--- src/design/pngenc_cmdq.sv ---
// two-entry queue of classified pixels between front end and byte generator
// depends on nothing but its parameter
module pngenc_cmdq #(
  parameter int DATA_W = 8
) (
  input  logic              clk,
  input  logic              rst_n,
  input  logic              push,
  input  logic [DATA_W-1:0] din,
  input  logic              pop,
  output logic [DATA_W-1:0] dout,
  output logic              full,
  output logic              avail
);

  logic [DATA_W-1:0] slot_r [2];
  logic              wp_r, rp_r;
  logic [1:0]        cnt_r;

  assign full  = (cnt_r == 2'd2);
  assign avail = (cnt_r != 2'd0);
  assign dout  = slot_r[rp_r];

  always_ff @(posedge clk) begin
    if (!rst_n) begin
      wp_r  <= 1'b0;
      rp_r  <= 1'b0;
      cnt_r <= 2'd0;
    end else begin
      if (push) wp_r <= !wp_r;
      if (pop)  rp_r <= !rp_r;
      cnt_r <= cnt_r + {1'b0, push} - {1'b0, pop};
    end
  end

  always_ff @(posedge clk) begin
    if (push) slot_r[wp_r] <= din;
  end

endmodule

--- config.mk ---
export PLATFORM = sky130hd
export DESIGN_NAME = pngenc_cmdq
export DESIGN_NICKNAME = d
export VERILOG_FILES = /design/src/design/pngenc_cmdq.sv
export SDC_FILE = /design/constraint.sdc
export NUM_CORES = 1
export LEC_CHECK = 0
export BUFFER_PORTS_ARGS = -buffer_cell sky130_fd_sc_hd__buf_4
export CORE_MARGIN = 10
export CORE_UTILIZATION = 45
export DETAILED_ROUTE_END_ITERATION = 8
export GPL_TIMING_DRIVEN = 0
export PLACE_DENSITY = 0.7
export SLEW_MARGIN = 0
export SYNTH_ARGS = -nofsm -noshare
export SYNTH_HDL_FRONTEND = slang
export SYNTH_SLANG_ARGS = --single-unit
--- constraint.sdc ---
create_clock -name clk -period 1.55 [get_ports clk]
set_input_delay 0.2325 -clock clk [delete_from_list [all_inputs] [get_ports clk]]
set_output_delay 0.2325 -clock clk [all_outputs]
set_load 0.05 [all_outputs]
==> run summary <==
The critical path contains buffers and inverters numbering 2 combined. The area growth from synthesis to layout is 32.6%. STA classifies the critical path startpoint as a flop. After the last flow step, the layout net total stands at 86. Synthesis produced a netlist with a net count of 60.

The cell count after synthesis was 46; the overall overflow remaining after global route was 0. Detailed-route via count: 437. Measured against its own limit, the worst slew margin works out to 50.6%.

The critical path's largest stage delay works out to 350 ps. The maximum clock frequency is 665 MHz. Summed over all cells, the static leakage comes to 0.000429 uW. In the finished design, the share of the clock period the worst path needs comes to 97.1%. Counting distinct cell types in the post-synthesis netlist gives 12.

Along the worst path, the maximum fanout reaches 8. The slew at the pin with the worst max-slew slack works out to 740 ps. The min-delay analysis places its worst path in the category primary input to flop. The routed design has 1280 microns of wire. In the final routed layout, each cell accounts on average for 13.4 microns.

The Yosys warning count was 0; the initial cell density of the core was 47.0%. In the post-synthesis netlist, the cell with the most instances is sky130_fd_sc_hd__edfxtp_1. Of all flip-flops after synthesis, the portion carrying an async set or reset was 0%.

The multi-input combinational cells in the finished layout cover a total of 214 sq um. The logs give 0 for the number of nets with antenna violations after detailed routing and 0.630 mV for the peak supply drop. Once detailed placement completed, the half-perimeter wirelength came to 963 microns. In this run, CTS created clock tree buffers numbering 3.

Entering global routing, the biggest net connects 12 pins. The tools report the H-tree level count as 1. Across the run, the number of max-cap violations was 0.

For the finished layout, the period the worst path requires is 1500 ps. From left edge to right edge, the die measures 62.3 microns. Fill cells in the final layout number 139. The logs give 7.10% for the total global-route track usage and 0 for the post-CTS setup repair buffer count. Counting every sink on the clock net gives 21. The tools report the count of endpoints failing hold in the final timing report as 0.

Grouping stages by cell kind, the critical path spends the most delay in multiplexers. The critical path is of the flop to output pin type. Total count of max-transition violations in the final report: 0.

For the netlist area before placement, the log shows 803 sq um. The initialized floorplan defines 15 standard-cell rows. Register cell area after layout: 583 sq um.

The count of flip-flops with a built-in enable after synthesis works out to 16. The worst setup path is captured at an output pin. The worst-case clock skew is 4.47 ps. The tree is rooted in a sky130_fd_sc_hd__clkbuf_4. Sorting the synthesized cells by how often they occur yields sky130_fd_sc_hd__edfxtp_1, sky130_fd_sc_hd__mux2_1, sky130_fd_sc_hd__dfxtp_1, sky130_fd_sc_hd__and2_1, sky130_fd_sc_hd__nor2b_1. At the worst endpoint, the arrival time is 1270 ps.

The clock passes through at most 2 buffers. Setup repair after global routing could not meet its margin everywhere. The post-route netlist has 40.8% of its cells at a drive strength greater than 1. Synthesis inferred 21 register bits. For the final weighted congestion of routability-driven global placement, the log shows 0.752. Cell type of the slowest stage on the worst timing path: sky130_fd_sc_hd__mux2_2. The initial antenna violation count is 0.

Post-synthesis average cell area: 17.5 sq um. The first global-routing pass estimated 2110 microns of wire. The tools report the sequential-to-total area share from yosys stat as 72.3%.

The signal on the critical path passes through buf_8, mux2_2, buf_6. The first-pass iteration count of the detailed router was 2; the power per cell area was 1190 nW/um^2. For this design the top-level I/O count stands at 22. The synthesized design devotes to its leading area cell type 59.8% of total area.

For the required time of the worst setup path, the log shows 1320 ps. 0 antenna diodes ended up in the layout. The starting DRC count in detailed routing came out at 4. The clock transition time at the flip-flop clock pins of the worst setup and hold paths was 110 ps; the total power of the final layout was 1260 uW. The setup check on the worst reg-to-reg path leaves a slack of 170 ps. Input and output buffers added on the ports amount to 21. The dominant cell type by area after synthesis is sky130_fd_sc_hd__edfxtp_1. TritonCTS built the clock tree.

The floorplan step defined a die boundary enclosing 3880 sq um. The run gives 300 ps as the clock latency of the later-clocked register in the worst-skew pair. In the post-synthesis netlist, the biggest area contributors are sky130_fd_sc_hd__edfxtp_1, sky130_fd_sc_hd__dfxtp_1, sky130_fd_sc_hd__mux2_1. Hold is met by 112 ps. The logs give 1710 sq um for the core footprint and 437 for the via count of the first global-routing pass. Among all flip-flop cells after synthesis, the most frequent one is sky130_fd_sc_hd__edfxtp_1.

Number of design rule violations left after detail routing: 0. In this run the vertical extent of the chip is 62.3 microns. Dividing the detail-routed via count by the number of cells gives 4.55. Setup violations remaining at the end of the flow were counted as 0.

The run finished with clean final reports.
cell usage in the layout (no fill, tap or decap), drive strengths merged:
master  synthesis  routed
xor2            1       1
mux2            8       8
nor2b           4       4
edfxtp         16      16
or2             1       1
ha              2       2
dfxtp           5       5
clkbuf          0       4
inv             2       2
xnor3           1       1
o21a            1       1
and2            4       4
buf             1      22
final cells by class:
type                            count  share of cell area [%]
Clock buffer                        4                    2.47
Sequential cell                    21                    54.8
Multi-Input combinational cell     22                    20.1
Buffer                              1                    1.41
Timing Repair Buffer               21                    17.6
Tap cell                           25                    2.94
Inverter                            2                   0.705
what timing repair did:
item / CTS / global route
endpoints found under the setup margin: 8 / 9
resized for setup: 3 / 12
hold buffers: 0 / 0
kinds of logic after synthesis:
logic type,share of synthesized area (%)
flops,72.3
mux,11.2
simple gates,7.01
fa+ha+maj,3.11
buf+inv,1.56
compound gates,0.935
xor+xnor,3.89
sequential cells by signal, indices dropped and copies added, names as in the netlist, named ones only:
| name | count |
|---|---|
| rp_r | 1 |
| slot_r | 16 |
| cnt_r | 2 |
| wp_r | 1 |
power breakdown:
part	leakage [uW]	switching [uW]	internal (uW)	total [uW]
logic	0.000221	201	148	349
registers	0.000192	15.6	649	665
clock network	0.0000150	149	100	249
through the flow:
step	TNS, ps	instance area, sq um	util [%]	worst slack [ps]	std cells
after floorplan	0	803	-	248	46
after global placement	0	992	58.1	192	92
after detailed placement	0	992	58.1	162	92
after CTS	0	1030	60.2	0.140	96
after global routing	-187	1060	62.3	-33.5	96
final	0	1060	62.3	45.2	96
path summary, 6_finish.rpt:
kind,startpoint,end,cells past startpoint
max reg2reg,cnt_r[0]$_SDFF_PN0_,cnt_r[1]$_SDFF_PN0_,6
min,din[1],slot_r[0][1]$_DFFE_PP_,1
max,flop,dout[1],3
min reg2reg,rp_r$_SDFFE_PN0P_,flop,2
per-layer routing:
layer  vias to the layer above  wire length (microns)  track usage [%]
met4                         0                     40             5.87
met2                        12                    667             10.8
met1                       207                    501             7.17
li1                        213                      -                -
met3                         5                     74             3.58
met5                         -                      0                0
Power figures use the tool's default switching activity.
