<file path="src/design/pngenc_pkg.sv">
// types, constants and byte helpers of the png encoder
// no dependencies; used by every module of the block but the pixel queue
package pngenc_pkg;

  typedef struct packed {
    logic [7:0] red;
    logic [7:0] green;
    logic [7:0] blue;
  } pix_t;

  typedef struct packed {
    logic [7:0] out_byte;
    logic       run_last;
    logic       file_last;
  } res_t;

  // classification of one pixel by the front end
  typedef struct packed {
    logic start;
    logic filter;
    logic finish;
  } cls_t;

  // one entry of the byte buffer
  typedef struct packed {
    logic [7:0] data;
    logic       file_end;
  } qent_t;

  typedef enum logic [4:0] {
    G_IDLE, G_MUL, G_DIVLD, G_SIG, G_IHLEN, G_IHDR, G_IHCRC, G_ZWAIT, G_ZLEN,
    G_IDAT, G_RAW, G_BLK, G_ADLER, G_ICRC, G_ELEN, G_IEND, G_ECRC
  } gen_state_t;

  localparam logic CFG_IDX_WIDTH  = 1'b0;
  localparam logic CFG_IDX_HEIGHT = 1'b1;

  localparam int unsigned BUF_DEPTH = 512;
  localparam int unsigned BUF_AW    = 9;
  localparam int unsigned RELQ_AW   = 2;
  localparam logic [RELQ_AW:0] RELQ_DEPTH = 3'd4;
  localparam logic [8:0] HOLD_CAP  = 9'd256;
  localparam logic [8:0] BURST_MAX = 9'd64;

  // largest stored block; the block count fold relies on it being 2^16-1
  localparam logic [16:0] MAX_BLOCK_BYTES = 17'd65535;

  localparam logic [31:0] CRC_POLY  = 32'hEDB88320;
  localparam logic [31:0] CRC_INIT  = 32'hFFFFFFFF;
  localparam logic [16:0] ADLER_MOD = 17'd65521;

  localparam logic [31:0] TAG_IHDR = 32'h49484452;
  localparam logic [31:0] TAG_IDAT = 32'h49444154;
  localparam logic [31:0] TAG_IEND = 32'h49454E44;
  localparam logic [31:0] IHDR_LEN = 32'd13;
  localparam logic [7:0]  BIT_DEPTH   = 8'd8;
  localparam logic [7:0]  COLOUR_TYPE = 8'd2;
  localparam logic [7:0]  ZLIB_CMF    = 8'h78;
  localparam logic [7:0]  ZLIB_FLG    = 8'h01;

  function automatic logic [31:0] crc_byte(input logic [31:0] c, input logic [7:0] b);
    logic [31:0] x;
    x = c ^ {24'h0, b};
    for (int k = 0; k < 8; k++) x = (x >> 1) ^ (x[0] ? CRC_POLY : 32'h0);
    return x;
  endfunction

  function automatic logic [7:0] be_byte(input logic [31:0] v, input logic [1:0] i);
    logic [7:0] b;
    unique case (i)
      2'd0: b = v[31:24];
      2'd1: b = v[23:16];
      2'd2: b = v[15:8];
      default: b = v[7:0];
    endcase
    return b;
  endfunction

  function automatic logic [7:0] sig_byte(input logic [2:0] i);
    logic [7:0] b;
    unique case (i)
      3'd0: b = 8'd137;
      3'd1: b = 8'd80;
      3'd2: b = 8'd78;
      3'd3: b = 8'd71;
      3'd4: b = 8'd13;
      3'd5: b = 8'd10;
      3'd6: b = 8'd26;
      default: b = 8'd10;
    endcase
    return b;
  endfunction

endpackage

</file>
<file path="src/design/pngenc_outq.sv">
// byte buffer and release queue feeding the registered result port
// depends on pngenc_pkg
module pngenc_outq (
  input  logic               clk,
  input  logic               rst_n,
  input  logic               wr_en,
  input  pngenc_pkg::qent_t  wr_ent,
  output logic               buf_full,
  input  logic               rel_push,
  input  logic [6:0]         rel_cnt,
  output logic               relq_full,
  output logic               out_valid,
  input  logic               out_stall,
  output pngenc_pkg::res_t   out_data
);

  localparam int AW = pngenc_pkg::BUF_AW;
  localparam int QW = pngenc_pkg::RELQ_AW;

  pngenc_pkg::qent_t mem [pngenc_pkg::BUF_DEPTH];
  pngenc_pkg::qent_t mem_q_r;
  logic [AW:0]       wptr_r, rptr_r;
  logic [6:0]        relq_r [2**QW];
  logic [QW:0]       rq_w_r, rq_r_r;
  logic [6:0]        rel_left_r, cur_left;
  logic              rd_pend_r, rd_last_r, out_valid_r;
  pngenc_pkg::res_t  out_data_r;
  logic              rq_empty, avail, move, issue;

  always_comb begin
    buf_full  = (wptr_r[AW] != rptr_r[AW]) && (wptr_r[AW-1:0] == rptr_r[AW-1:0]);
    relq_full = (rq_w_r - rq_r_r) == pngenc_pkg::RELQ_DEPTH;
    rq_empty  = (rq_w_r == rq_r_r);
    cur_left  = (rel_left_r != 7'd0) ? rel_left_r : relq_r[rq_r_r[QW-1:0]];
    avail     = (rel_left_r != 7'd0) || !rq_empty;
    move      = rd_pend_r && (!out_valid_r || !out_stall);
    issue     = avail && (!rd_pend_r || move);
  end

  assign out_valid = out_valid_r;
  assign out_data  = out_data_r;

  always_ff @(posedge clk) begin
    if (wr_en) mem[wptr_r[AW-1:0]] <= wr_ent;
    if (issue) mem_q_r <= mem[rptr_r[AW-1:0]];
  end

  always_ff @(posedge clk) begin
    if (rel_push) relq_r[rq_w_r[QW-1:0]] <= rel_cnt;
    if (issue) rd_last_r <= (cur_left == 7'd1);
    if (move) begin
      out_data_r.out_byte  <= mem_q_r.data;
      out_data_r.run_last  <= rd_last_r;
      out_data_r.file_last <= mem_q_r.file_end;
    end
  end

  always_ff @(posedge clk) begin
    if (!rst_n) begin
      wptr_r      <= '0;
      rptr_r      <= '0;
      rq_w_r      <= '0;
      rq_r_r      <= '0;
      rel_left_r  <= 7'd0;
      rd_pend_r   <= 1'b0;
      out_valid_r <= 1'b0;
    end else begin
      if (wr_en)    wptr_r <= wptr_r + (AW+1)'(1);
      if (rel_push) rq_w_r <= rq_w_r + (QW+1)'(1);
      if (issue) begin
        rptr_r     <= rptr_r + (AW+1)'(1);
        rel_left_r <= cur_left - 7'd1;
        if (rel_left_r == 7'd0) rq_r_r <= rq_r_r + (QW+1)'(1);
      end
      rd_pend_r <= issue || (rd_pend_r && !move);
      if (move)            out_valid_r <= 1'b1;
      else if (!out_stall) out_valid_r <= 1'b0;
    end
  end

endmodule

</file>
<file path="config.mk">
export PLATFORM = sky130hd
export DESIGN_NAME = pngenc_outq
export DESIGN_NICKNAME = d
export VERILOG_FILES = /design/src/design/pngenc_pkg.sv /design/src/design/pngenc_outq.sv
export SDC_FILE = /design/constraint.sdc
export NUM_CORES = 2
export LEC_CHECK = 0
export BUFFER_PORTS_ARGS = -buffer_cell sky130_fd_sc_hd__buf_4
export CAP_MARGIN = 20
export CORE_ASPECT_RATIO = 2
export CORE_MARGIN = 4
export CORE_UTILIZATION = 61
export CTS_BUF_LIST = sky130_fd_sc_hd__clkbuf_8
export CTS_CLUSTER_DIAMETER = 120
export DETAILED_ROUTE_END_ITERATION = 10
export GPL_ROUTABILITY_DRIVEN = 0
export MAX_ROUTING_LAYER = met4
export PLACE_DENSITY = 0.83
export SYNTH_ARGS = -nofsm -noshare
export SYNTH_HDL_FRONTEND = slang
export SYNTH_MEMORY_MAX_BITS = 65536
export SYNTH_SLANG_ARGS = --single-unit
export TNS_END_PERCENT = 100
</file>
<file path="constraint.sdc">
create_clock -name clk -period 9.5 [get_ports clk]
set_clock_uncertainty 0.15 [all_clocks]
set_input_delay 0.95 -clock clk [delete_from_list [all_inputs] [get_ports clk]]
set_output_delay 0.95 -clock clk [all_outputs]
set_load 0.02 [all_outputs]
</file>
==> impl_results.html <==
<table>
<tr><th>Metric</th><th>Value</th></tr>
<tr><th colspan="2">Run status</th></tr>
<tr><td>Outcome</td><td>complete, but fails checks</td></tr>
<tr><td>Violated checks</td><td>slew limit</td></tr>
<tr><th colspan="2">Synth</th></tr>
<tr><td>Yosys Warn Count</td><td>0</td></tr>
<tr><td>Post-synthesis sequential element count</td><td>~4.7k</td></tr>
<tr><td>Post-Syn Area per Cell</td><td>between 20 and 25 um^2</td></tr>
<tr><td>Main area contributors after synthesis</td><td>sky130_fd_sc_hd__edfxtp_1 77%, sky130_fd_sc_hd__mux4_2 14%, sky130_fd_sc_hd__mux2i_1 2.0%</td></tr>
<tr><td>Total nets after synthesis</td><td>between 8k and 9k</td></tr>
<tr><td>Share of synthesized registers carrying an async set or reset</td><td>0%</td></tr>
<tr><td>Library cell occupying the most area in the post-synthesis netlist</td><td>sky130_fd_sc_hd__edfxtp_1</td></tr>
<tr><td>EDFF count, synth</td><td>around 4.7k</td></tr>
<tr><td>Share of the synthesized area in the top cell type</td><td>around 77%</td></tr>
<tr><td>Synthesized instance count</td><td>8,470</td></tr>
<tr><td>Post-synth top flop</td><td>sky130_fd_sc_hd__edfxtp_1</td></tr>
<tr><td>Number of distinct library cells after synthesis</td><td>a little under 80</td></tr>
<tr><td>Most used standard cells in the synthesized netlist</td><td>4,656 x sky130_fd_sc_hd__edfxtp_1, 1,130 x sky130_fd_sc_hd__mux4_2, 595 x sky130_fd_sc_hd__nor2_1</td></tr>
<tr><td>Cell with the most instances after synthesis</td><td>sky130_fd_sc_hd__edfxtp_1</td></tr>
<tr><td>Netlist Area Pre-Place</td><td>~0.18 mm^2</td></tr>
<tr><td>Sequential share of the synthesized area</td><td>about three quarters</td></tr>
<tr><th colspan="2">Timing</th></tr>
<tr><td>Hold WS</td><td>approximately 96 ps</td></tr>
<tr><td>Ratio of final minimum period to clock period</td><td>63.1%</td></tr>
<tr><td>Setup slack of the critical path after layout</td><td>about 3500 ps</td></tr>
<tr><td>Relative slew slack</td><td>-0.601%</td></tr>
<tr><td>Count of endpoints failing hold in the final timing report</td><td>0</td></tr>
<tr><td>Highest achievable clock rate</td><td>~170 MHz</td></tr>
<tr><td>TNS Setup</td><td>0 ps</td></tr>
<tr><td>Final critical path time including I/O delays and setup</td><td>5990 ps</td></tr>
<tr><td>Final Slew Violations</td><td>1</td></tr>
<tr><td>Slew @ Worst Pin</td><td>~1500 ps</td></tr>
<tr><td>Number of failing setup endpoints in the final timing report</td><td>0</td></tr>
<tr><td>Setup repair after global routing missed its margin</td><td>false</td></tr>
<tr><th colspan="2">Drt</th></tr>
<tr><td>Detailed-route via count</td><td>94.6k</td></tr>
<tr><td>Antenna Nets Post-Route</td><td>0</td></tr>
<tr><td>Detailed-route wire length</td><td>just over 500 mm</td></tr>
<tr><td>First DRT Iteration DRCs</td><td>roughly 17k</td></tr>
<tr><td>WL/cell</td><td>between 30 and 40 um</td></tr>
<tr><td>Number of vias per cell after detailed routing</td><td>between 7 and 8</td></tr>
<tr><td>DRC Markers</td><td>0</td></tr>
<tr><td>Router iterations before antenna repair</td><td>9</td></tr>
<tr><th colspan="2">CTS</th></tr>
<tr><td>Clk Latency, worst-skew pair</td><td>about 1100 ps</td></tr>
<tr><td>Total number of clock tree sinks</td><td>4,693</td></tr>
<tr><td>Reg clk slew, reported paths</td><td>around 70 ps</td></tr>
<tr><td>Number of setup buffers added after CTS</td><td>0</td></tr>
<tr><td>TritonCTS clock tree</td><td>done</td></tr>
<tr><td>Clock root cell</td><td>sky130_fd_sc_hd__clkbuf_8</td></tr>
<tr><td>Total clock buffers created by CTS</td><td>587</td></tr>
<tr><td>Number of H-tree levels</td><td>6</td></tr>
<tr><td>Clock Tree Buf Depth</td><td>4</td></tr>
<tr><th colspan="2">Floorplan</th></tr>
<tr><td>Vertical die dimension</td><td>roughly 800 um</td></tr>
<tr><td># IOs</td><td>34</td></tr>
<tr><td>Core footprint</td><td>around 0.30 mm^2</td></tr>
<tr><td>Starting density of the core</td><td>roughly 61%</td></tr>
<tr><td>Number of placement rows</td><td>about 280</td></tr>
<tr><td>Floorplan die width</td><td>a little under 400 um</td></tr>
<tr><td>Total Die Area</td><td>just over 0.3 mm^2</td></tr>
<tr><th colspan="2">GRT</th></tr>
<tr><td>Wire length of the first global-routing pass</td><td>727 mm</td></tr>
<tr><td>Initial antenna violation count</td><td>52</td></tr>
<tr><td>Total global routing overflow</td><td>0</td></tr>
<tr><td>Overall routing resource usage</td><td>~35%</td></tr>
<tr><td>Vias in the first global route</td><td>~97k</td></tr>
<tr><td>Pin count of the biggest net entering global routing</td><td>236</td></tr>
<tr><th colspan="2">Worst setup path</th></tr>
<tr><td>Setup Crit Path Kind</td><td>flip-flop to flip-flop</td></tr>
<tr><td>Startpoint types</td><td>flip-flop</td></tr>
<tr><td>Critical path launch point</td><td>rptr_r[3]</td></tr>
<tr><td>Max FO, Critical Path</td><td>about 90</td></tr>
<tr><td>Startpoint of the lowest-slack register-to-register path</td><td>rptr_r[3]</td></tr>
<tr><td>Arrival time at the worst endpoint</td><td>roughly 6700 ps</td></tr>
<tr><td>Required arrival time at the worst endpoint</td><td>~10,000 ps</td></tr>
<tr><td>Flop-to-flop setup slack</td><td>about 3500 ps</td></tr>
<tr><td>Worst Setup End Kind</td><td>flip-flop</td></tr>
<tr><th colspan="2">Cells and area</th></tr>
<tr><td>Growth of design area from synthesis to finish</td><td>8.36%</td></tr>
<tr><td>Non-filler cells, final</td><td>between 10k and 15k</td></tr>
<tr><td>Net count of the finished layout</td><td>between 8k and 9k</td></tr>
<tr><td>Share of layout cells above drive strength 1</td><td>~24%</td></tr>
<tr><td>Cell area after layout</td><td>0.198 mm^2</td></tr>
<tr><th colspan="2">Pwr</th></tr>
<tr><td>Max rail drop VDD</td><td>roughly 0.26 mV</td></tr>
<tr><td>Leakage</td><td>60.9 nW</td></tr>
<tr><td>Areal power density over the cells</td><td>around 230 mW/mm^2</td></tr>
<tr><th colspan="2">Hold path</th></tr>
<tr><td>Hold Startpoint</td><td>rel_push</td></tr>
<tr><td>Hold crit path type</td><td>primary input to flip-flop</td></tr>
<tr><th colspan="2">Job</th></tr>
<tr><td>Number of maximum-capacitance violations</td><td>0</td></tr>
<tr><th colspan="2">Placement</th></tr>
<tr><td>Cell count after placement</td><td>12.0k</td></tr>
<tr><td>Placed inst area</td><td>0.187 mm^2</td></tr>
<tr><td>Half-perimeter wire length of the detailed placement result</td><td>a little over 300 mm</td></tr>
<tr><td>DP Worst Slack</td><td>just under 4000 ps</td></tr>
<tr><td>Count of input and output buffers</td><td>33</td></tr>
</table>
[metrics by stage]
step | total power [W] | util (%)
floorplan | 0.0298 | -
global placement | 0.0320 | 62.7
detailed placement | 0.0322 | 62.8
CTS | 0.0455 | 66.3
global route | 0.0469 | 66.5
finish | 0.0457 | 66.5
[metal layers]
| metal | share of wire, % | GRT usage (%) | routed length [um] |
|---|---|---|---|
| met5 | 0 | - | 0 |
| met4 | 12 | 32.0 | 59800 |
| met3 | 13 | 9.38 | 64900 |
| met2 | 49 | 53.4 | 251000 |
| met1 | 27 | 36.2 | 139000 |
[report_power, final]
part | leakage, nW | internal [W] | switching [W] | total, W
clock | 5.91 | 0.00640 | 0.00731 | 0.0137
combinational | 12.9 | 0.00396 | 0.00507 | 0.00904
sequential | 42.2 | 0.0228 | 0.000156 | 0.0230
total | 60.9 | 0.0332 | 0.0125 | 0.0457
[cells in the final DEF (no fill, tap or decap), types with 13 or more instances in the layout]
cell type                    instances
sky130_fd_sc_hd__nand3_1            48
sky130_fd_sc_hd__nor3_1             28
sky130_fd_sc_hd__a21oi_1           120
sky130_fd_sc_hd__inv_1             138
sky130_fd_sc_hd__and2_1             31
sky130_fd_sc_hd__clkinv_1          151
sky130_fd_sc_hd__clkinv_2           92
sky130_fd_sc_hd__o22ai_1            59
sky130_fd_sc_hd__buf_4             189
sky130_fd_sc_hd__inv_6              13
sky130_fd_sc_hd__a22oi_1            36
sky130_fd_sc_hd__clkbuf_8          600
sky130_fd_sc_hd__edfxtp_1         4656
sky130_fd_sc_hd__nor2b_1            16
sky130_fd_sc_hd__buf_6              30
sky130_fd_sc_hd__clkinvlp_4         22
sky130_fd_sc_hd__mux2i_1           370
sky130_fd_sc_hd__dfxtp_1            29
sky130_fd_sc_hd__bufinv_16          18
sky130_fd_sc_hd__a31oi_1            32
sky130_fd_sc_hd__mux4_2           1130
sky130_fd_sc_hd__o211ai_1           19
sky130_fd_sc_hd__diode_2            64
sky130_fd_sc_hd__nor2_1            588
sky130_fd_sc_hd__ha_1               14
sky130_fd_sc_hd__xnor2_1            27
sky130_fd_sc_hd__nand2_4            16
sky130_fd_sc_hd__o21ai_0            81
sky130_fd_sc_hd__mux2_2             18
sky130_fd_sc_hd__nand2_1           244
sky130_fd_sc_hd__buf_12             26
sky130_fd_sc_hd__a221oi_1           52
sky130_fd_sc_hd__o221ai_1           62
sky130_fd_sc_hd__a211oi_1           29
[critical path, cell delays in order, from the launching register on]
cell                       delay [ps]
sky130_fd_sc_hd__dfxtp_4          590
sky130_fd_sc_hd__buf_12           560
sky130_fd_sc_hd__inv_8            360
sky130_fd_sc_hd__buf_12           350
sky130_fd_sc_hd__mux2_2           390
sky130_fd_sc_hd__a221oi_1        1080
sky130_fd_sc_hd__o21ai_1          130
sky130_fd_sc_hd__a221oi_1        1180
sky130_fd_sc_hd__a211oi_1         300
sky130_fd_sc_hd__o32a_1           270
[cell families after synthesis]
group / count (synthesis) / synth area share [%]
flip-flops: 4693 / 77.0
multiplexers: 1527 / 16.2
AND/OR/NAND/NOR: 1053 / 2.40
AO/OA/AOI/OAI: 606 / 2.32
buffers and inverters: 541 / 1.86
XOR/XNOR: 36 / 0.173
adder cells (fa/ha/maj): 14 / 0.0959
[worst paths after layout]
kind | endpoint | depth (start not counted)
min reg2reg | out_data[1] | 0
max | mem_q_r[3] | 9
max reg2reg | mem_q_r[3] | 9
min | rq_w_r[1] | 3
[flip-flops by register name, summed over array words and instances, names as in the netlist, 3 cells and up, named ones only]
register / flops
rq_r_r: 3
mem: 4608
wptr_r: 10
rptr_r: 10
rq_w_r: 3
out_data: 10
mem_q_r: 9
relq_r: 28
rel_left_r: 7
[final cells by class]
class,instances,area (um^2)
Inverter,18,86.3
Timing Repair Buffer,275,2670
Sequential cell,4693,141000
Fill cell,17000,99500
Clock inverter,424,2360
Multi-Input combinational cell,3236,39000
Clock buffer,599,8240
Tap cell,3847,4810
Antenna cell,64,160
[timing repair]
item                                    4_1_cts  5_1_grt
hold endpoints to repair                     29        0
resized for setup                             0        0
hold buffers                                  8        0
endpoints found under the setup margin        0        0
Note: power is estimated with default switching activity, not from simulation.
