**config.mk**
```make
export PLATFORM = sky130hd
export DESIGN_NAME = pngenc_gen
export DESIGN_NICKNAME = d
export VERILOG_FILES = /design/src/design/pngenc_pkg.sv /design/src/design/pngenc_gen.sv
export SDC_FILE = /design/constraint.sdc
export NUM_CORES = 2
export LEC_CHECK = 0
export ABC_AREA = 1
export BUFFER_PORTS_ARGS = -buffer_cell sky130_fd_sc_hd__clkbuf_2
export CAP_MARGIN = 20
export CORE_MARGIN = 2
export CORE_UTILIZATION = 55
export DETAILED_ROUTE_END_ITERATION = 8
export PLACE_DENSITY_LB_ADDON = 0.2
export SYNTH_ARGS = -nofsm -noshare
export SYNTH_HDL_FRONTEND = slang
export SYNTH_SLANG_ARGS = --single-unit
```
**constraint.sdc**
```tcl
create_clock -name clk -period 8.8 [get_ports clk]
set_input_delay 0.88 -clock clk [delete_from_list [all_inputs] [get_ports clk]]
set_output_delay 0.88 -clock clk [all_outputs]
set_load 0.05 [all_outputs]
```
**src/design/pngenc_pkg.sv**
```systemverilog
// types, constants and byte helpers of the png encoder
// no dependencies; used by every module of the block but the pixel queue
package pngenc_pkg;

  typedef struct packed {
    logic [7:0] red;
    logic [7:0] green;
    logic [7:0] blue;
  } pix_t;

  typedef struct packed {
    logic [7:0] out_byte;
    logic       run_last;
    logic       file_last;
  } res_t;

  // classification of one pixel by the front end
  typedef struct packed {
    logic start;
    logic filter;
    logic finish;
  } cls_t;

  // one entry of the byte buffer
  typedef struct packed {
    logic [7:0] data;
    logic       file_end;
  } qent_t;

  typedef enum logic [4:0] {
    G_IDLE, G_MUL, G_DIVLD, G_SIG, G_IHLEN, G_IHDR, G_IHCRC, G_ZWAIT, G_ZLEN,
    G_IDAT, G_RAW, G_BLK, G_ADLER, G_ICRC, G_ELEN, G_IEND, G_ECRC
  } gen_state_t;

  localparam logic CFG_IDX_WIDTH  = 1'b0;
  localparam logic CFG_IDX_HEIGHT = 1'b1;

  localparam int unsigned BUF_DEPTH = 512;
  localparam int unsigned BUF_AW    = 9;
  localparam int unsigned RELQ_AW   = 2;
  localparam logic [RELQ_AW:0] RELQ_DEPTH = 3'd4;
  localparam logic [8:0] HOLD_CAP  = 9'd256;
  localparam logic [8:0] BURST_MAX = 9'd64;

  // largest stored block; the block count fold relies on it being 2^16-1
  localparam logic [16:0] MAX_BLOCK_BYTES = 17'd65535;

  localparam logic [31:0] CRC_POLY  = 32'hEDB88320;
  localparam logic [31:0] CRC_INIT  = 32'hFFFFFFFF;
  localparam logic [16:0] ADLER_MOD = 17'd65521;

  localparam logic [31:0] TAG_IHDR = 32'h49484452;
  localparam logic [31:0] TAG_IDAT = 32'h49444154;
  localparam logic [31:0] TAG_IEND = 32'h49454E44;
  localparam logic [31:0] IHDR_LEN = 32'd13;
  localparam logic [7:0]  BIT_DEPTH   = 8'd8;
  localparam logic [7:0]  COLOUR_TYPE = 8'd2;
  localparam logic [7:0]  ZLIB_CMF    = 8'h78;
  localparam logic [7:0]  ZLIB_FLG    = 8'h01;

  function automatic logic [31:0] crc_byte(input logic [31:0] c, input logic [7:0] b);
    logic [31:0] x;
    x = c ^ {24'h0, b};
    for (int k = 0; k < 8; k++) x = (x >> 1) ^ (x[0] ? CRC_POLY : 32'h0);
    return x;
  endfunction

  function automatic logic [7:0] be_byte(input logic [31:0] v, input logic [1:0] i);
    logic [7:0] b;
    unique case (i)
      2'd0: b = v[31:24];
      2'd1: b = v[23:16];
      2'd2: b = v[15:8];
      default: b = v[7:0];
    endcase
    return b;
  endfunction

  function automatic logic [7:0] sig_byte(input logic [2:0] i);
    logic [7:0] b;
    unique case (i)
      3'd0: b = 8'd137;
      3'd1: b = 8'd80;
      3'd2: b = 8'd78;
      3'd3: b = 8'd71;
      3'd4: b = 8'd13;
      3'd5: b = 8'd10;
      3'd6: b = 8'd26;
      default: b = 8'd10;
    endcase
    return b;
  endfunction

endpackage

```
**src/design/pngenc_gen.sv**
```systemverilog
// byte generator: walks header, stored blocks, checksums and trailer per pixel
// depends on pngenc_pkg
module pngenc_gen #(
  parameter int DIM_BITS = 16
) (
  input  logic                  clk,
  input  logic                  rst_n,
  input  logic                  cmd_avail,
  input  pngenc_pkg::cls_t      cmd_cls,
  input  pngenc_pkg::pix_t      cmd_pix,
  input  logic [DIM_BITS-1:0]   cmd_width,
  input  logic [DIM_BITS-1:0]   cmd_height,
  output logic                  cmd_pop,
  input  logic                  buf_full,
  output logic                  wr_en,
  output pngenc_pkg::qent_t     wr_ent,
  input  logic                  relq_full,
  output logic                  rel_push,
  output logic [6:0]            rel_cnt
);

  localparam int RAW_W = 2*DIM_BITS + 2;
  localparam int CMP_W = (RAW_W > 17) ? RAW_W : 17;
  localparam int DIV_W = CMP_W + 1;
  localparam int ZW    = (DIV_W + 4 > 32) ? DIV_W + 4 : 32;
  localparam logic [15:0]      MAX16 = 16'(pngenc_pkg::MAX_BLOCK_BYTES);
  localparam logic [CMP_W-1:0] MAXC  = CMP_W'(pngenc_pkg::MAX_BLOCK_BYTES);
  localparam logic [DIV_W-1:0] MAXM1 = DIV_W'(pngenc_pkg::MAX_BLOCK_BYTES - 17'd1);

  pngenc_pkg::gen_state_t state_r, state_nxt;
  logic [4:0]          idx_r, idx_nxt;
  logic [1:0]          sel_r, sel_nxt;
  pngenc_pkg::cls_t    cls_r, cls_nxt;
  pngenc_pkg::pix_t    pix_r, pix_nxt;
  logic [DIM_BITS-1:0] w_r, w_nxt, h_r, h_nxt;
  logic [RAW_W-1:0]    raw_left_r, raw_left_nxt;
  logic [31:0]         zlen_r, zlen_nxt;
  logic [15:0]         blk_left_r, blk_left_nxt, blk_len_r, blk_len_nxt;
  logic                bfinal_r, bfinal_nxt;
  logic [15:0]         low_r, low_nxt, high_r, high_nxt;
  logic [31:0]         chunk_r, chunk_nxt, aux_r, aux_nxt;
  logic [8:0]          mcount_r, mcount_nxt;

  logic [DIV_W-1:0]    fold_v_r, fold_q_r, fold_hi, blocks;
  logic                fold_done;

  logic                emit_v, emit_end, emit_chk, emit_aux, step_end, dispatch, keep, go;
  logic [7:0]          emit_b, raw_b;
  logic [8:0]          mc_after, burst;
  logic [31:0]         w32, h32;
  logic [DIM_BITS+1:0] w3;
  logic [16:0]         low_sum, low_red, high_sum;
  logic [ZW-1:0]       zsum;
  logic                raw_lt_max;

  always_comb begin
    w32 = 32'(w_r);
    h32 = 32'(h_r);
    w3  = {1'b0, w_r, 1'b0} + {2'b00, w_r} + (DIM_BITS+2)'(1);
    fold_hi   = fold_v_r >> 16;
    fold_done = (fold_hi == '0);
    blocks    = fold_q_r + DIV_W'(fold_v_r[15:0] == 16'hFFFF);
    zsum = (ZW'(blocks) << 2) + ZW'(blocks) + ZW'(raw_left_r) + ZW'(6);
    raw_lt_max = CMP_W'(raw_left_r) < MAXC;
    unique case (sel_r)
      2'd0: raw_b = 8'd0;
      2'd1: raw_b = pix_r.red;
      2'd2: raw_b = pix_r.green;
      default: raw_b = pix_r.blue;
    endcase
    // adler-32 step, both sums kept below the modulus
    low_sum  = {1'b0, low_r} + {9'd0, raw_b};
    low_red  = (low_sum >= pngenc_pkg::ADLER_MOD) ? low_sum - pngenc_pkg::ADLER_MOD : low_sum;
    high_sum = {1'b0, high_r} + low_red;
  end

  always_comb begin
    state_nxt = state_r;  idx_nxt = idx_r;  sel_nxt = sel_r;
    cls_nxt = cls_r;  pix_nxt = pix_r;  w_nxt = w_r;  h_nxt = h_r;
    raw_left_nxt = raw_left_r;  zlen_nxt = zlen_r;
    blk_left_nxt = blk_left_r;  blk_len_nxt = blk_len_r;  bfinal_nxt = bfinal_r;
    low_nxt = low_r;  high_nxt = high_r;  chunk_nxt = chunk_r;  aux_nxt = aux_r;
    emit_v = 1'b0;  emit_b = 8'd0;  emit_end = 1'b0;  emit_chk = 1'b0;  emit_aux = 1'b0;
    step_end = 1'b0;  dispatch = 1'b0;

    unique case (state_r)
      pngenc_pkg::G_IDLE: dispatch = 1'b1;
      pngenc_pkg::G_MUL: begin
        raw_left_nxt = h_r * w3;
        low_nxt      = 16'd1;
        high_nxt     = 16'd0;
        blk_left_nxt = 16'd0;
        sel_nxt      = 2'd0;
        state_nxt    = pngenc_pkg::G_DIVLD;
      end
      pngenc_pkg::G_DIVLD: begin
        idx_nxt   = 5'd0;
        state_nxt = pngenc_pkg::G_SIG;
      end
      pngenc_pkg::G_SIG: begin
        emit_v = 1'b1;
        emit_b = pngenc_pkg::sig_byte(idx_r[2:0]);
        idx_nxt = idx_r + 5'd1;
        if (idx_r == 5'd7) begin
          idx_nxt   = 5'd0;
          state_nxt = pngenc_pkg::G_IHLEN;
        end
      end
      pngenc_pkg::G_IHLEN: begin
        emit_v = 1'b1;
        emit_b = pngenc_pkg::be_byte(pngenc_pkg::IHDR_LEN, idx_r[1:0]);
        idx_nxt = idx_r + 5'd1;
        if (idx_r == 5'd3) begin
          idx_nxt   = 5'd0;
          aux_nxt   = pngenc_pkg::CRC_INIT;
          state_nxt = pngenc_pkg::G_IHDR;
        end
      end
      pngenc_pkg::G_IHDR: begin
        emit_v   = 1'b1;
        emit_aux = 1'b1;
        if (idx_r < 5'd4)       emit_b = pngenc_pkg::be_byte(pngenc_pkg::TAG_IHDR, idx_r[1:0]);
        else if (idx_r < 5'd8)  emit_b = pngenc_pkg::be_byte(w32, idx_r[1:0]);
        else if (idx_r < 5'd12) emit_b = pngenc_pkg::be_byte(h32, idx_r[1:0]);
        else if (idx_r == 5'd12) emit_b = pngenc_pkg::BIT_DEPTH;
        else if (idx_r == 5'd13) emit_b = pngenc_pkg::COLOUR_TYPE;
        else                     emit_b = 8'd0;
        idx_nxt = idx_r + 5'd1;
        if (idx_r == 5'd16) begin
          idx_nxt   = 5'd0;
          state_nxt = pngenc_pkg::G_IHCRC;
        end
      end
      pngenc_pkg::G_IHCRC: begin
        emit_v = 1'b1;
        emit_b = pngenc_pkg::be_byte(~aux_r, idx_r[1:0]);
        idx_nxt = idx_r + 5'd1;
        if (idx_r == 5'd3) begin
          idx_nxt   = 5'd0;
          state_nxt = pngenc_pkg::G_ZWAIT;
        end
      end
      pngenc_pkg::G_ZWAIT: begin
        // block count comes from the fold below
        if (fold_done) begin
          zlen_nxt  = zsum[31:0];
          state_nxt = pngenc_pkg::G_ZLEN;
        end
      end
      pngenc_pkg::G_ZLEN: begin
        emit_v = 1'b1;
        emit_b = pngenc_pkg::be_byte(zlen_r, idx_r[1:0]);
        idx_nxt = idx_r + 5'd1;
        if (idx_r == 5'd3) begin
          idx_nxt   = 5'd0;
          chunk_nxt = pngenc_pkg::CRC_INIT;
          state_nxt = pngenc_pkg::G_IDAT;
        end
      end
      pngenc_pkg::G_IDAT: begin
        emit_v   = 1'b1;
        emit_chk = 1'b1;
        if (idx_r < 5'd4)       emit_b = pngenc_pkg::be_byte(pngenc_pkg::TAG_IDAT, idx_r[1:0]);
        else if (idx_r == 5'd4) emit_b = pngenc_pkg::ZLIB_CMF;
        else                    emit_b = pngenc_pkg::ZLIB_FLG;
        idx_nxt = idx_r + 5'd1;
        if (idx_r == 5'd5) begin
          idx_nxt   = 5'd0;
          state_nxt = pngenc_pkg::G_RAW;
        end
      end
      pngenc_pkg::G_RAW: begin
        if (raw_left_r != '0 && blk_left_r == 16'd0) begin
          // open a new stored block
          blk_len_nxt = raw_lt_max ? 16'(raw_left_r) : MAX16;
          bfinal_nxt  = CMP_W'(raw_left_r) <= MAXC;
          idx_nxt     = 5'd0;
          state_nxt   = pngenc_pkg::G_BLK;
        end else begin
          if (raw_left_r != '0) begin
            emit_v       = 1'b1;
            emit_chk     = 1'b1;
            emit_b       = raw_b;
            blk_left_nxt = blk_left_r - 16'd1;
            raw_left_nxt = raw_left_r - RAW_W'(1);
            low_nxt      = low_red[15:0];
            high_nxt     = (high_sum >= pngenc_pkg::ADLER_MOD) ?
                           16'(high_sum - pngenc_pkg::ADLER_MOD) : high_sum[15:0];
          end
          sel_nxt = sel_r + 2'd1;
          if (sel_r == 2'd3) begin
            if (cls_r.finish) begin
              idx_nxt   = 5'd0;
              state_nxt = pngenc_pkg::G_ADLER;
            end else begin
              step_end = 1'b1;
            end
          end
        end
      end
      pngenc_pkg::G_BLK: begin
        emit_v   = 1'b1;
        emit_chk = 1'b1;
        case (idx_r)
          5'd0:    emit_b = {7'd0, bfinal_r};
          5'd1:    emit_b = blk_len_r[7:0];
          5'd2:    emit_b = blk_len_r[15:8];
          5'd3:    emit_b = ~blk_len_r[7:0];
          default: emit_b = ~blk_len_r[15:8];
        endcase
        idx_nxt = idx_r + 5'd1;
        if (idx_r == 5'd4) begin
          idx_nxt      = 5'd0;
          blk_left_nxt = blk_len_r;
          state_nxt    = pngenc_pkg::G_RAW;
        end
      end
      pngenc_pkg::G_ADLER: begin
        emit_v   = 1'b1;
        emit_chk = 1'b1;
        emit_b   = pngenc_pkg::be_byte({high_r, low_r}, idx_r[1:0]);
        idx_nxt  = idx_r + 5'd1;
        if (idx_r == 5'd3) begin
          idx_nxt   = 5'd0;
          state_nxt = pngenc_pkg::G_ICRC;
        end
      end
      pngenc_pkg::G_ICRC: begin
        emit_v  = 1'b1;
        emit_b  = pngenc_pkg::be_byte(~chunk_r, idx_r[1:0]);
        idx_nxt = idx_r + 5'd1;
        if (idx_r == 5'd3) begin
          idx_nxt   = 5'd0;
          state_nxt = pngenc_pkg::G_ELEN;
        end
      end
      pngenc_pkg::G_ELEN: begin
        emit_v  = 1'b1;
        emit_b  = 8'd0;
        idx_nxt = idx_r + 5'd1;
        if (idx_r == 5'd3) begin
          idx_nxt   = 5'd0;
          aux_nxt   = pngenc_pkg::CRC_INIT;
          state_nxt = pngenc_pkg::G_IEND;
        end
      end
      pngenc_pkg::G_IEND: begin
        emit_v   = 1'b1;
        emit_aux = 1'b1;
        emit_b   = pngenc_pkg::be_byte(pngenc_pkg::TAG_IEND, idx_r[1:0]);
        idx_nxt  = idx_r + 5'd1;
        if (idx_r == 5'd3) begin
          idx_nxt   = 5'd0;
          state_nxt = pngenc_pkg::G_ECRC;
        end
      end
      pngenc_pkg::G_ECRC: begin
        emit_v  = 1'b1;
        emit_b  = pngenc_pkg::be_byte(~aux_r, idx_r[1:0]);
        idx_nxt = idx_r + 5'd1;
        if (idx_r == 5'd3) begin
          idx_nxt  = 5'd0;
          emit_end = 1'b1;
          step_end = 1'b1;
        end
      end
      default: state_nxt = pngenc_pkg::G_IDLE;
    endcase

    if (emit_v && emit_chk) chunk_nxt = pngenc_pkg::crc_byte(chunk_r, emit_b);
    if (emit_v && emit_aux) aux_nxt   = pngenc_pkg::crc_byte(aux_r, emit_b);

    // next pixel, if one is waiting, is taken in the same cycle as the last byte of this one
    if (step_end) begin
      dispatch  = 1'b1;
      state_nxt = pngenc_pkg::G_IDLE;
    end
    if (dispatch && cmd_avail) begin
      cls_nxt   = cmd_cls;
      pix_nxt   = cmd_pix;
      w_nxt     = cmd_width;
      h_nxt     = cmd_height;
      sel_nxt   = cmd_cls.filter ? 2'd0 : 2'd1;
      state_nxt = cmd_cls.start ? pngenc_pkg::G_MUL : pngenc_pkg::G_RAW;
    end
  end

  // bytes past the hold limit are counted out, not stored
  always_comb begin
    keep     = (mcount_r != pngenc_pkg::HOLD_CAP);
    go       = !(emit_v && keep && buf_full) && !(step_end && relq_full);
    mc_after = mcount_r + {8'd0, emit_v && keep};
    burst    = (mc_after > pngenc_pkg::BURST_MAX) ? pngenc_pkg::BURST_MAX : mc_after;
    mcount_nxt = step_end ? mc_after - burst : mc_after;
  end

  assign wr_en           = emit_v && keep && go;
  assign wr_ent.data     = emit_b;
  assign wr_ent.file_end = emit_end;
  assign rel_push        = step_end && go;
  assign rel_cnt         = burst[6:0];
  assign cmd_pop         = dispatch && cmd_avail && go;

  always_ff @(posedge clk) begin
    if (!rst_n) begin
      state_r  <= pngenc_pkg::G_IDLE;
      mcount_r <= 9'd0;
    end else if (go) begin
      state_r  <= state_nxt;
      mcount_r <= mcount_nxt;
    end
  end

  always_ff @(posedge clk) begin
    if (go) begin
      idx_r <= idx_nxt;  sel_r <= sel_nxt;  cls_r <= cls_nxt;  pix_r <= pix_nxt;
      w_r <= w_nxt;  h_r <= h_nxt;  raw_left_r <= raw_left_nxt;  zlen_r <= zlen_nxt;
      blk_left_r <= blk_left_nxt;  blk_len_r <= blk_len_nxt;  bfinal_r <= bfinal_nxt;
      low_r <= low_nxt;  high_r <= high_nxt;  chunk_r <= chunk_nxt;  aux_r <= aux_nxt;
    end
  end

  // blocks = ceil(raw / 65535): 65536 leaves 1 mod 65535, so folding the high part
  // onto the low part keeps the remainder while the high parts sum to the quotient;
  // three folds at most, done long before the header reaches the idat length
  always_ff @(posedge clk) begin
    if (state_r == pngenc_pkg::G_DIVLD) begin
      fold_v_r <= DIV_W'(raw_left_r) + MAXM1;
      fold_q_r <= '0;
    end else if (!fold_done) begin
      fold_q_r <= fold_q_r + fold_hi;
      fold_v_r <= fold_hi + DIV_W'(fold_v_r[15:0]);
    end
  end

endmodule

```
==> results.toml <==
[setup_path]
worst_setup_path_end_kind = "register"
cp_common_cell = "nand2_1"
cpMaxStageDelayCell = "fa_1"
critPathKind = "reg -> reg"
critPathMaxFanout = 8
required_ps = 9140
crit_path_start_kind = "register"
timing.rr.start = "w_r[2]"
crit_arrival_ps = 8380
slowest_delay_ps = 500
cp-startpoint = "w_r[2]"

[synthesis]
synthArstFlopShare_pct = 0
ys_ff_latch = 340
yosysUniqueCellTypes = 69
synth_flop_cell = "edfxtp_1"
synth_seq_area_share_pct = 26.0
avgSynthCellArea_um2 = 7.41
synth_fp_nets = 5643
synth_edf_count = 294
yosys_warnings = 0
netlist_area_mm2 = 0.0374
syn_inst = 5054

[layout]
fillCellCount = 6278
drive_above_1_share_pct = 6.72
final_cell_mix = "nand2_1 (1256), inv_1 (848), nor2_1 (479), nand3_1 (305), edfxtp_1 (294)"
n_antenna_cell = 0
mostFrequentLayoutCell = "nand2_1"
multi_input_area_mm2 = 0.0239
stdcell_count = 6008
area_growth_pct = 7.36
final_nets = 5690
seq_area_mm2 = 0.00975

[sta]
fin_tns_setup_ps = 0
finalCriticalPeriod_ps = 8040
maxSlewHeadroom_pct = 28.1
rsz0062_at_grt = "false"
hold_violations = 0
setup_violations = 0
clock_skew_ps = 23.4
tightestPinTransition_ps = 1080
slew_violations = 0
fmax_mhz = 124
finalCritPeriodShare_pct = 91.4

[grt]
grt_usage_pct = 32.3
grt_pass1_vias = 33200
grt_max_degree = 67
overflow = 0
antenna_found_initial = 0
grt_pass1_wl_um = 179000

[clocking]
clk_latency_ps = 600
cts_tree = "done"
cts-root-buf = "clkbuf_16"
path_clk_slew_ps = 60
cts_made_buffers = 43
cts.sinks = 340
htreeDepth = 2
cts_buffer_depth = 3

[drt]
dr_total_vias = 34000
wl_um = 112000
drc = 0
firstDrtPassIters = 6
detail-route-antenna-nets = 0
m1WireLength_um = 47300
dr_wl_met2_um = 51100
top_layer_used = "met4"
avgViaCountPerCell = 5.66
routedWlPerCell_um = 18.7
drtIter0Drc = 2865
met3_length_um = 8880

[die]
die_x_um = 265
io-pin-count = 83
row_count = 95
die-area_mm2 = 0.0702
initial_utilization_pct = 55.7
die_y_um = 265
core-area_mm2 = 0.0673

[placed_design]
gp_congestion = 0.986
place_inst = 5927
portBuffers = 82
hpwl_um = 87300

[run_status]
outcome = "completed"

[hold_path]
holdCritPathClass = "in -> reg"
holdCritStartpoint = "cmd_pix[8]"

[run]
maxCapViolCount = 0
[path summary, 6_finish.rpt]
check / endpoint / slack, ps / cells after the start
hold reg to reg: fold_q_r[0] / 500 / 2
setup / recovery: raw_left_r[26] / 760 / 37
hold / removal: pix_r[8] / 460 / 1
setup reg to reg: raw_left_r[26] / 760 / 37
[flip-flops by register name, indices dropped and copies added, names as in the netlist]
register,flops
pix_r,24
w_r,16
high_r,16
h_r,16
low_r,16
blk_len_r,16
chunk_r,32
cls_r,1
fold_v_r,35
idx_r,5
fold_q_r,32
mcount_r,9
sel_r,2
bfinal_r,1
zlen_r,32
blk_left_r,16
state_r,5
raw_left_r,34
aux_r,32
[metrics by stage]
step / worst slack (ps) / instance area, um^2 / hold WS [ps] / utilization [%]
6_report: 759 / 40200 / 460 / 59.8
3_5_place_dp: 641 / 38700 / 483 / 57.5
4_1_cts: 598 / 40200 / 439 / 59.7
2_1_floorplan: 1520 / 37400 / 462 / -
5_1_grt: 108 / 40200 / 445 / 59.8
3_3_place_gp: 748 / 38700 / 472 / 57.5
[metal layers]
metal	vias up	global-route usage, %
met2	1399	52.7
met4	0	13.3
li1	16400	-
met5	-	0
met1	16000	43.4
met3	262	4.61
[worst max-delay path: cells and delay by family (launching register included)]
family,cells,cell delay (ps)
DFF,1,470
adders and majority gates,8,3650
buffers and inverters,6,570
AOI/OAI and AO/OA,11,1930
and+or+nand+nor,12,1180
[cell families after synthesis]
family / synth area share (%)
other: 0.0100
adders and majority gates: 22.7
and+or+nand+nor: 26.5
xor gates and xnor gates: 4.46
AOI/OAI and AO/OA: 10.1
buffers and inverters: 10.2
DFF: 26.0
[layout make-up]
class / instances / area share [%]
clock buffers: 55 / 2.92
well taps: 873 / 2.72
repair buffers: 107 / 1.49
clock inverters: 24 / 0.750
flip-flops and latches: 340 / 24.3
inverters: 894 / 8.37
multi-input cells: 3715 / 59.5
[synth_stat cells, types with 23 or more instances]
library cell | number | area (um^2)
xnor2_1 | 45 | 394
dfxtp_1 | 46 | 921
fa_1 | 257 | 5140
nand2_2 | 38 | 238
ha_1 | 268 | 3350
clkbuf_1 | 71 | 267
xor2_1 | 137 | 1200
nand4_1 | 52 | 325
nand2_1 | 1257 | 4720
nand3_1 | 305 | 1530
nor3_1 | 51 | 255
inv_2 | 31 | 116
edfxtp_1 | 294 | 8830
inv_1 | 850 | 3190
o21ai_0 | 228 | 1140
or2_2 | 32 | 200
o22ai_1 | 26 | 163
nor2_1 | 482 | 1810
nor4_1 | 31 | 194
a21oi_1 | 282 | 1410
buf_2 | 23 | 115
[repair_timing]
item | in CTS | in global routing
resized for setup | 0 | 4
endpoints found under the setup margin | 0 | 9
hold buffers | 0 | 0
buffers inserted | 0 | 2
hold endpoints to repair | 0 | 0
Power is left out: the tool's default activity adds up to more than one toggle a clock period on the data nets, which glitch-free logic cannot reach.
